### config.mk
export PLATFORM = sky130hd
export DESIGN_NAME = pei_lerp_lane
export DESIGN_NICKNAME = d
export VERILOG_FILES = /design/src/rtl/core/pei_lerp_lane.sv
export SDC_FILE = /design/constraint.sdc
export NUM_CORES = 2
export LEC_CHECK = 0
export ABC_AREA = 1
export BUFFER_PORTS_ARGS = -buffer_cell sky130_fd_sc_hd__buf_2
export CELL_PAD_IN_SITES_DETAIL_PLACEMENT = 1
export CELL_PAD_IN_SITES_GLOBAL_PLACEMENT = 2
export CORE_MARGIN = 2
export CORE_UTILIZATION = 43
export CTS_BUF_LIST = sky130_fd_sc_hd__clkbuf_2
export DETAILED_ROUTE_END_ITERATION = 12
export PLACE_DENSITY_LB_ADDON = 0.1
export REMOVE_ABC_BUFFERS = 1
export SLEW_MARGIN = 20
export SYNTH_ARGS = -nofsm -noshare
export SYNTH_HDL_FRONTEND = slang
export SYNTH_SLANG_ARGS = --single-unit
### constraint.sdc
create_clock -name clock -period 11.3 [get_ports clock]
set_input_delay 1.13 -clock clock [delete_from_list [all_inputs] [get_ports clock]]
set_output_delay 1.13 -clock clock [all_outputs]
set_load 0.02 [all_outputs]
### src/rtl/core/pei_lerp_lane.sv
`timescale 1ns / 1ps
// One interpolation lane: registered weight products, then a rounded sum
// back to Q16.16. No package dependency.
module pei_lerp_lane (
   input  logic               clock,
   input  logic               en_mul,
   input  logic               en_sum,
   input  logic signed [31:0] start_pt,
   input  logic signed [31:0] end_pt,
   input  logic [15:0]        e,
   input  logic [15:0]        f,
   output logic signed [31:0] pos
);

   logic signed [48:0] prod_s_full;
   logic signed [48:0] prod_e_full;
   logic signed [47:0] prod_s_ff;
   logic signed [47:0] prod_e_ff;
   logic signed [47:0] sum;
   logic signed [31:0] pos_ff;
   logic signed [31:0] pos_in;

   assign prod_s_full = start_pt * $signed({1'b0, f});
   assign prod_e_full = end_pt * $signed({1'b0, e});

   assign sum    = prod_s_ff + prod_e_ff + 48'sd16384;
   assign pos_in = sum[46:15];

   always_ff @(posedge clock) begin
      if (en_mul) begin
         prod_s_ff <= prod_s_full[47:0];
         prod_e_ff <= prod_e_full[47:0];
      end
   end

   always_ff @(posedge clock) begin
      if (en_sum) begin
         pos_ff <= pos_in;
      end
   end

   assign pos = pos_ff;

endmodule

Word-level counts from Yosys, hierarchy flattened
Index checks and enable logic that the tools add are counted.
{"block": "op_classes", "addsub": 2, "n_mul": 2}
{"operator": "$mul 32x17->47", "n": 2}
{"operator": "$add 47x16->47 const B", "n": 1}
{"operator": "$add 47x47->47", "n": 1}
{"block": "word_totals", "ff_bits": 126, "in_bits": 99}

Logic depth before layout (Yosys ltp)
{"block": "depth", "word_depth": 2, "mapped_depth": 28, "ltp_nobuf": 26}

Least setup slack after synthesis
OpenSTA, ideal clock, no wires.
{"block": "synth_path", "path_type": "input -> register", "from": "in end_pt[31]", "to": "reg prod_e_ff[46] (data pin)", "setup_ns": 0.253, "t_arrival_ns": 6.280, "required_ns": 11.047, "setup_slack_ns": 4.767, "cell_stages": 24, "cell_sequence": "clkbuf_1 > clkbuf_1 > nand2_1 > fa_1 > fa_1 > inv_1 > fa_1 > fa_1 > fa_1 > inv_1 > fa_1 > inv_1 > ha_1 > nand2_1 > inv_1 > nand2_1 > nor3_1 > nand3_1 > nor2_1 > nand2_1 > inv_1 > nor2_1 > nand3_1 > nand2_1"}
{"block": "synth_between", "elab_chain_cells": 1}
{"item": "start, declared", "line": "9", "source": "input logic signed [31:0] end_pt,"}
{"item": "$mul 32x17->47", "line": "24", "source": "assign prod_e_full = end_pt * $signed({1'b0, e});"}
{"item": "net prod_e_full[46]", "line": "16", "source": "logic signed [48:0] prod_e_full;"}
{"item": "end signal, assigned", "line": "32", "source": "prod_e_ff <= prod_e_full[47:0];"}
{"item": "end, declared", "line": "18", "source": "logic signed [47:0] prod_e_ff;"}
The timed path passes the listed nets, and every way through them passes these cells.
A chain may end at the register's enable or synchronous reset.

Worst setup path after layout
{"block": "layout_path", "from": "in e[3]", "to": "reg prod_e_ff[44] (data pin)"}
{"block": "layout_between", "elab_chain_cells": 1}
{"item": "start, declared", "line": "10", "source": "input logic [15:0] e,"}
{"item": "$mul 32x17->47", "line": "24"}
{"item": "net prod_e_full[44]", "line": "16"}
The timed path passes the listed nets, and every way through them passes these cells.

==> impl_metrics.toml <==
[floorplanning]
start_util_pct = 43.21
die_h_um = 331.3
num_rows = 120
io_pins = 131
die-area_um2 = 109800
fp.coreArea_um2 = 106600
die_w_um = 331.3

[routing]
dr.pass1.iters = 5
drt-total-wl_mm = 142.9
wire_per_inst_um = 18.96
drtAntennaViolNets = 0
num_vias = 37130
dr.first_iter.drc_count = 1867
via_per_inst = 4.925
drc_errors = 0

[synth]
yosysTopAreaCell = "fa_1"
synth_most_common_cell = "inv_1"
synth.avg_cell_area_um2 = 7.445
async_flop_share_pct = 0
synth_cells = 6188
synth_area_leaders = "fa_1 41%, inv_1 16%, nand2_1 15%"
synth.distinct_cells = 37
synth-seq-area-share_pct = 8.213
synthFlopType = "edfxtp_1"
synth_edf_count = 126
synth_area_um2 = 46070
yosysWarnings = 0
ys_top_cells_by_count = "1927 x inv_1, 1836 x nand2_1, 954 x fa_1, 313 x ha_1, 227 x clkbuf_1"
yosysTopAreaCellShare_pct = 41.46
synth_seq_cells = 126

[sta]
fmax_mhz = 151.8
hold_ws_ns = 0.7240
slew_headroom_pct = 38.23
clock_skew_ns = 0.05343
rsz0062_at_grt = "no"
final_hold_viol_count = 0
tightest_slew_ns = 0.9266
final-setup-viol-count = 0
post-route-period-util_pct = 58.29
tns_ns = 0
setup_slack_ns = 4.713
min_period_ns = 6.587
slew_violations = 0

[final_layout]
syn2layout_area_growth_pct = 4.085
nNetsFinal = 7488
drive_gt1_share_pct = 3.716
nFillCells = 13460

[grt]
grt_pass1_wl_mm = 232.0
gr-usage-all-layers_pct = 26.98
grt_start_max_net_pins = 65
grt_antenna_before_repair = 3
grt_pass1_vias = 41090
overflow = 0

[critical_path]
crit_start = "e[3]"
reg2reg_from = "prod_e_ff[37]"
crit_fanout = 32
crit_type = "in2reg"
cp-end-kind = "flop"
start_kind = "input pin"
arrival_ns = 7.23
cp.required_ns = 11.94

[clock_tree]
cts_setup_buffers = 0
clock_sinks = 126
postCtsResizedCells = 0
cts.clk_slew.worst_paths_ns = 0.24
worstSkewPairLatency_ns = 0.88
cts_buffer_depth = 2
cts-root-buf = "clkbuf_2"
cts_tree = "done"
cts_hold_buf = 0
cts_max_level = 4
cts_made_buffers = 17

[run]
maxCapViolCount = 0

[placement]
hpwl_mm = 123.1
io_buffers = 130
gp_congestion = 0.9191
place_ws_ns = 3.798

[min_path]
hp-start = "en_mul"
hold_path_class = "in2reg"

[status]
outcome = "complete, no violations"
[critical path, stage by stage]
cell and delay, ns:
buf_2 0.59, nand2_1 0.23, fa_1 0.64, fa_1 0.71
inv_1 0.19, fa_1 0.50, fa_1 0.51, fa_1 0.49
inv_1 0.05, fa_1 0.47, inv_1 0.04, ha_1 0.35
nand2_1 0.12, nor2_1 0.25, nand2_1 0.14, nor2_1 0.25
nand4_1 0.28, nand4_1 0.19, nand2_1 0.08
[state kept, by name, indices dropped and copies added (netlist names)]
signal     cells
pos           32
prod_s_ff     47
prod_e_ff     47
[final timing paths]
kind	endpoint	slack (ns)	cells after the start
worst min register to register	pos[31]	0.92	4
worst max-delay path	prod_e_ff[44]	4.71	19
worst min-delay path	prod_s_ff[1]	0.72	1
worst max register to register	pos[27]	8.31	11
[logic make-up (layout without fill, tap and decap cells)]
family,after synthesis,in the layout,share of synthesized area (%)
other,0,1,0
AO/OA/AOI/OAI,270,270,3.167
AND/OR/NAND/NOR,2303,2303,19.84
flip-flops,126,126,8.213
XOR/XNOR,66,66,1.255
buffers and inverters,2156,2103,17.57
adder cells (fa/ha/maj),1267,1267,49.96
[layout make-up]
cell class	instances	area, µm²	area share [%]
Sequential cell	126	3784	7.891
Antenna cell	1	2.502	0.005219
Clock inverter	15	145.1	0.3027
Inverter	1928	7237	15.09
Tap cell	1403	1755	3.661
Multi-Input combinational cell	3906	34190	71.30
Clock buffer	17	85.08	0.1774
Timing Repair Buffer	143	750.7	1.566
[placed cells by master, fill, tap and decap left out, types with 41 or more instances in the layout]
cell,Yosys,routed
nand3_1,127,127
ha_1,313,313
a21oi_1,150,150
buf_2,0,129
edfxtp_1,126,126
nand4_1,41,41
inv_1,1927,1927
fa_1,954,954
nor2_1,223,223
xor2_1,54,54
nand2_1,1836,1836
o21ai_0,79,79
[layer usage]
| layer | wire length (µm) | vias to the layer above | track usage [%] |
|---|---|---|---|
| met5 | 7 | - | 0 |
| met4 | 1198 | 2 | 2.953 |
| met3 | 5629 | 81 | 2.134 |
| met2 | 65310 | 675 | 44.01 |
| met1 | 70800 | 19060 | 40.48 |
| li1 | - | 17320 | - |
[stage by stage]
| step | cell area, µm² | utilization (%) | instances |
|---|---|---|---|
| finish | 47950 | 44.98 | 7539 |
| global route | 47950 | 44.98 | 7539 |
| CTS | 47950 | 44.98 | 7538 |
| detailed placement | 47720 | 44.76 | 7506 |
| global placement | 47720 | 44.76 | 7506 |
| floorplan | 45210 | - | 5960 |
Power is left out: the tool's default activity adds up to more than one toggle a clock period on the data nets, which glitch-free logic cannot reach.
