`src/rtl/core/pei_pkg.sv`:
```
`timescale 1ns / 1ps
// Package for the polynomial easing interpolator: fixed-point constants,
// curve mode codes and the stage payload types. No dependencies.
package pei_pkg;

   localparam logic [15:0] Q_ONE  = 16'd32768;
   localparam logic [15:0] Q_HALF = 16'd16384;

   localparam logic [3:0] OP_IN_FIRST    = 4'd1;
   localparam logic [3:0] OP_OUT_FIRST   = 4'd5;
   localparam logic [3:0] OP_INOUT_FIRST = 4'd9;

   localparam logic [1:0] MODE_LINEAR = 2'd0;
   localparam logic [1:0] MODE_IN     = 2'd1;
   localparam logic [1:0] MODE_OUT    = 2'd2;
   localparam logic [1:0] MODE_INOUT  = 2'd3;

   typedef struct packed {
      logic [1:0]         mode;
      logic               low_half;
      logic [2:0]         rem;
      logic [15:0]        base;
      logic [15:0]        pw;
      logic signed [31:0] start_x;
      logic signed [31:0] start_y;
      logic signed [31:0] start_z;
      logic signed [31:0] end_x;
      logic signed [31:0] end_y;
      logic signed [31:0] end_z;
   } shape_type;

   typedef struct packed {
      logic [15:0]        e;
      logic [15:0]        f;
      logic signed [31:0] start_x;
      logic signed [31:0] start_y;
      logic signed [31:0] start_z;
      logic signed [31:0] end_x;
      logic signed [31:0] end_y;
      logic signed [31:0] end_z;
   } blend_type;

endpackage

```
`src/rtl/core/pei_pow_stage.sv`:
```
`timescale 1ns / 1ps
// One power step of the easing curve: a registered Q1.15 multiply by the base
// while steps remain. Depends on pei_pkg.
module pei_pow_stage (
   input  logic               clock,
   input  logic               reset,
   input  logic               en,
   input  logic               in_valid,
   input  pei_pkg::shape_type in_item,
   output logic               out_valid,
   output pei_pkg::shape_type out_item
);
   import pei_pkg::*;

   logic       valid_ff;
   shape_type  item_ff;
   shape_type  item_in;
   logic [31:0] prod;
   logic [31:0] prod_rnd;

   assign prod     = in_item.pw * in_item.base;
   assign prod_rnd = prod + {16'd0, Q_HALF};

   always_comb begin
      item_in = in_item;
      if (in_item.rem != 3'd0) begin
         item_in.pw  = prod_rnd[30:15];
         item_in.rem = in_item.rem - 3'd1;
      end
   end

   always_ff @(posedge clock) begin
      if (reset) begin
         valid_ff <= 1'b0;
      end else if (en) begin
         valid_ff <= in_valid;
      end
   end

   always_ff @(posedge clock) begin
      if (en) begin
         item_ff <= item_in;
      end
   end

   assign out_valid = valid_ff;
   assign out_item  = item_ff;

endmodule

```
`config.mk`:
```
export PLATFORM = sky130hd
export DESIGN_NAME = pei_pow_stage
export DESIGN_NICKNAME = d
export VERILOG_FILES = /design/src/rtl/core/pei_pkg.sv /design/src/rtl/core/pei_pow_stage.sv
export SDC_FILE = /design/constraint.sdc
export NUM_CORES = 1
export LEC_CHECK = 0
export BUFFER_PORTS_ARGS = -buffer_cell sky130_fd_sc_hd__buf_2
export CAP_MARGIN = 10
export CORE_MARGIN = 5
export CORE_UTILIZATION = 49
export CTS_BUF_LIST = sky130_fd_sc_hd__clkbuf_2 sky130_fd_sc_hd__clkbuf_4 sky130_fd_sc_hd__clkbuf_8
export CTS_CLUSTER_SIZE = 20
export DETAILED_ROUTE_END_ITERATION = 12
export PLACE_DENSITY = 0.88
export SYNTH_ARGS = -nofsm -noshare
export SYNTH_HDL_FRONTEND = slang
export SYNTH_SLANG_ARGS = --single-unit
```
`constraint.sdc`:
```
create_clock -name clock -period 20.5 [get_ports clock]
set_input_delay 4.1 -clock clock [delete_from_list [all_inputs] [get_ports clock]]
set_output_delay 4.1 -clock clock [all_outputs]
set_load 0.01 [all_outputs]
```
# == Word-level counts from Yosys, hierarchy flattened ==
# Cells that the tools add are included.
# word_totals
reg_bits,231
output_inout_bits,231
word_cells,18
# op_classes
add_sub_neg,2
n_mul,1
muxes,2
reduce_logical,1
# ops
operator,count
"adder 31 x 15 -> 31 bit, second input constant",1
multiplier 16 x 16 -> 31 bit,1
two-way mux 16 bit,1
two-way mux 3 bit,1
nonzero test 3 bit,1
"subtractor 3 x 1 -> 3 bit, second input constant",1

# == Logic depth before layout (Yosys ltp) ==
# logic_depth
word_depth,3
depth_mapped,21

# == Worst setup path before layout ==
# No wires, ideal clock.
# synth_path
path_type,input to register
start,input in_item[209] in the netlist's numbering
end,register item_ff (netlist bit out_item[207]) (data pin)
setup_time_ns,0.158
arrival_time_ns,9.338
setup_slack_ns,11.005
path_stages,18
cell_sequence,clkbuf_1 -> nand2_1 -> fa_1 -> fa_1 -> fa_1 -> fa_1 -> inv_1 -> fa_1 -> inv_1 -> fa_1 -> inv_1 -> ha_1 -> and4_1 -> a221o_1 -> a41o_1 -> o211a_4 -> or3_1 -> o211ai_1
# synth_rtl
element,line_no,text
start: declaration,pei_pow_stage.sv:9,"input pei_pkg::shape_type in_item,"
end signal: assignment,pei_pow_stage.sv:42,item_ff <= item_in;
end: declaration,pei_pow_stage.sv:16,shape_type item_ff;

==> metrics.log <==
INFO  metric outcome = finished clean
INFO  metric numCtsBuffers = 42
INFO  metric synthDistinctLibCells = 54
INFO  metric final.min_clock_period = about 9.6 ns
INFO  metric synth_edf_count = 230
INFO  metric syn_to_final_growth = 22.0%
INFO  metric hold_violations = 0
INFO  metric max_slew.worst_pin.slew = between 0.9 and 1 ns
INFO  metric syn-instance-count = around 1300
INFO  metric timing_worst_setup_path_type = primary input to flop
INFO  metric floorplan.core_area = roughly 32000 um2
INFO  metric via_per_inst = between 5 and 6
INFO  metric postLayoutCoreUtil = 0.608
INFO  metric mostFrequentLayoutCells = 463 x sky130_fd_sc_hd__buf_2, 247 x sky130_fd_sc_hd__inv_1, 230 x sky130_fd_sc_hd__edfxtp_1, 193 x sky130_fd_sc_hd__fa_1, 168 x sky130_fd_sc_hd__nand2_1
INFO  metric floorplan.initialDensity = 0.499
INFO  metric num-nets-final = between 2000 and 2500
INFO  metric clk_transition_reported_paths = 0.06 ns
INFO  metric layout.cells.most_common = sky130_fd_sc_hd__buf_2
INFO  metric crit_path_cell_trace = buf_2, nand2_1, fa_1, inv_1, fa_1, fa_1, fa_1, fa_1, inv_1, fa_1, inv_1, ha_1, o21ai_0, o21bai_1, o211a_1, o211ai_1, and4_1, o31ai_1
INFO  metric postSynth.asyncResetShare = 0
INFO  metric cp.required = about 21 ns
INFO  metric fin_setup_tns = 0 ns
INFO  metric setup-violations-final = 0
INFO  metric cts_max_level = 2
INFO  metric nFillCells = 2504
INFO  metric syn_avg_cell_area = about 12 um2
INFO  metric route.detailed.wl_per_inst = 24.3 um
INFO  metric cellLeakagePower = just over 9 nW
INFO  metric drt_iter0_markers = 892
INFO  metric detailedPlace.worstSlack = slightly above 10 ns
INFO  metric unrepaired_setup_endpoints_after_global_routing = no
INFO  metric total_setup_buffers_inserted_after_cts = 0
INFO  metric cts.root.buffer_cell = sky130_fd_sc_hd__clkbuf_8
INFO  metric relSlewSlack = 0.394
INFO  metric crit_path_top_delay_cell = sky130_fd_sc_hd__fa_1
INFO  metric yosysWarningCount = 0
INFO  metric floorplan.rows = 65
INFO  metric vias = between 10000 and 15000
INFO  metric worst_slack = about 11 ns
INFO  metric power.density_cell_area = 166 nW/um2
INFO  metric layout-drive-gt1-share = 0.299
INFO  metric seq_area_frac_synth = 0.439
INFO  metric max-clock-path-buffers = 3
INFO  metric max_cap_viol_count = 0
INFO  metric cts_repair_resize_count = 0
INFO  metric cts_hold_repair.buffers = 0
INFO  metric synthesis.nets = between 1500 and 2000
INFO  metric route.final.wire_length = 53.2 mm
INFO  metric final-max-slew-violation-count = 0
INFO  metric tritoncts = yes
INFO  metric kind_of_start_point_of_the_critical_path = primary input
INFO  metric critPathBufInv = 4
INFO  metric grt.total_usage = 0.294
INFO  metric detail-route-antenna-nets = 0
INFO  metric cts_num_sinks = about 230
INFO  metric insertion_delay = 0.57 ns
INFO  metric drc_errors = 0
INFO  metric synth.ff_latch_count = 231
INFO  metric wire_length_of_the_first_global_routing_pass = a little under 80 mm
INFO  metric final_min_period_over_clock_period = 0.470
INFO  metric multiInputGateArea = 7760 um2
INFO  metric grt_overflow_total = 0
INFO  metric first_global_vias = 12600
INFO  metric gp_congestion = around 0.95
INFO  metric postSynth.topFlopCell = sky130_fd_sc_hd__edfxtp_1
INFO  metric worstHoldPathType = flop to flop
INFO  metric timing.critical_path.arrival = 10.00 ns
INFO  metric fp.dieArea = between 30000 and 40000 um2
INFO  metric port_buffers = between 400 and 500
INFO  metric worstPathMaxFanout = 17
INFO  metric final-seq-area = 6930 um2
INFO  metric die_w = approximately 190 um
INFO  metric cp_common_cell = sky130_fd_sc_hd__fa_1
INFO  metric slowest_delay = a little over 0.6 ns
INFO  metric place_hpwl = around 42 mm
INFO  metric count_of_pins_on_the_block_boundary = 465
INFO  metric cp_top_family = adder cells
INFO  metric dr.pass1.iters = 5
INFO  metric clock_skew = 0 ns
INFO  metric mappedNetlistArea = ~16000 um2
INFO  metric vdd_drop_max = around 190 uV
INFO  metric number_of_antenna_violations_at_the_first_check_in_global_routing = 13
INFO  metric crit_path_end_kind = flop
INFO  metric grt_max_degree = between 90 and 100
INFO  metric die_height = about 190 um
INFO  metric fmax = 104 MHz
==> through the flow <==
step / cells / instance area, um2 / hold WS (ns) / power [mW]
final: 2188 / 19200 / 0.544 / 3.20
after global routing: 2186 / 19200 / 0.562 / 3.51
after CTS: 2184 / 19200 / 0.550 / 3.19
after detailed placement: 2114 / 18500 / 0.536 / 2.77
after global placement: 2114 / 18500 / 0.474 / 2.72
after floorplan: 1285 / 15800 / 0.528 / 2.17
==> Yosys cell counts (all sizes together) (2+ instances only) <==
library cell	number	share of area
inv	247	0.059
edfxtp	230	0.44
fa	193	0.24
nand2	168	0.040
and2	117	0.046
ha	110	0.087
clkbuf	36	0.0086
a21oi	21	0.0067
nor2	20	0.0048
o21ai	15	0.0048
nor3	14	0.0044
xnor2	10	0.0056
o21a	9	0.0043
a21o	8	0.0038
nand3	8	0.0025
a211oi	6	0.0029
nand4	6	0.0024
o211ai	5	0.0024
o31ai	5	0.0024
buf	4	0.0013
mux2i	4	0.0025
a31oi	3	0.0012
and3	3	0.0012
nor3b	3	0.0014
o22ai	3	0.0012
xor2	3	0.0017
a221oi	2	0.0011
a311oi	2	0.0011
and4	2	0.0011
nor2b	2	0.00079
nor4	2	0.00079
o211a	2	0.0017
o21bai	2	0.00095
or2	2	0.00079
or3	2	0.00079
==> worst reg2reg max path, stage by stage, from the launching register on <==
cell and delay, ns:
sky130_fd_sc_hd__dfxtp_1 0.35, sky130_fd_sc_hd__mux2i_1 0.07, sky130_fd_sc_hd__nor2_1 0.13
==> logic make-up after synthesis <==
kind of cell | count (synthesis) | synth area share
buffers and inverters | 287 | 0.0686
flip-flops | 231 | 0.439
AND/OR/NAND/NOR | 352 | 0.109
multiplexers | 5 | 0.00325
adder cells (fa/ha/maj) | 303 | 0.332
AO/OA/AOI/OAI | 94 | 0.0408
XOR/XNOR | 13 | 0.00722
==> worst paths after layout <==
path | slack [ns] | from | endpoint | depth (start not counted)
max | 10.87 | in_item[215] | out_item[205]$_DFFE_PP_ | 18
min | 0.54 | out_valid$_SDFFE_PP0P_ | out_valid$_SDFFE_PP0P_ | 2
max reg2reg | 19.89 | out_valid$_SDFFE_PP0P_ | out_valid$_SDFFE_PP0P_ | 2
min reg2reg | 0.54 | out_valid$_SDFFE_PP0P_ | out_valid$_SDFFE_PP0P_ | 2
==> state kept, by name, summed over array words and instances, names as in the netlist <==
| register | count |
|---|---|
| out_item | 230 |
| out_valid | 1 |
==> layout make-up <==
class / instances / share of cell area
sequential: 231 / 0.360
multi-input combinational: 767 / 0.404
clock buffer: 52 / 0.0339
antenna: 4 / 0.000520
clock inverter: 18 / 0.00520
inverter: 247 / 0.0482
tap: 402 / 0.0261
timing repair buffer: 467 / 0.122
==> layer usage <==
layer  global-route usage  vias to the layer above  wire [um]
met5                    0                        -        115
met2                0.480                      688      25600
met3               0.0942                      150       5730
met4                0.131                       18       2390
li1                     -                     5099          -
met1                0.359                     5963      19300
==> power breakdown <==
part / total [mW] / switching (mW) / internal [mW]
sequential: 0.653 / 0.0222 / 0.630
clock: 0.409 / 0.199 / 0.210
combinational: 2.14 / 1.29 / 0.842
total: 3.20 / 1.51 / 1.68
Power figures use the tool's default switching activity.
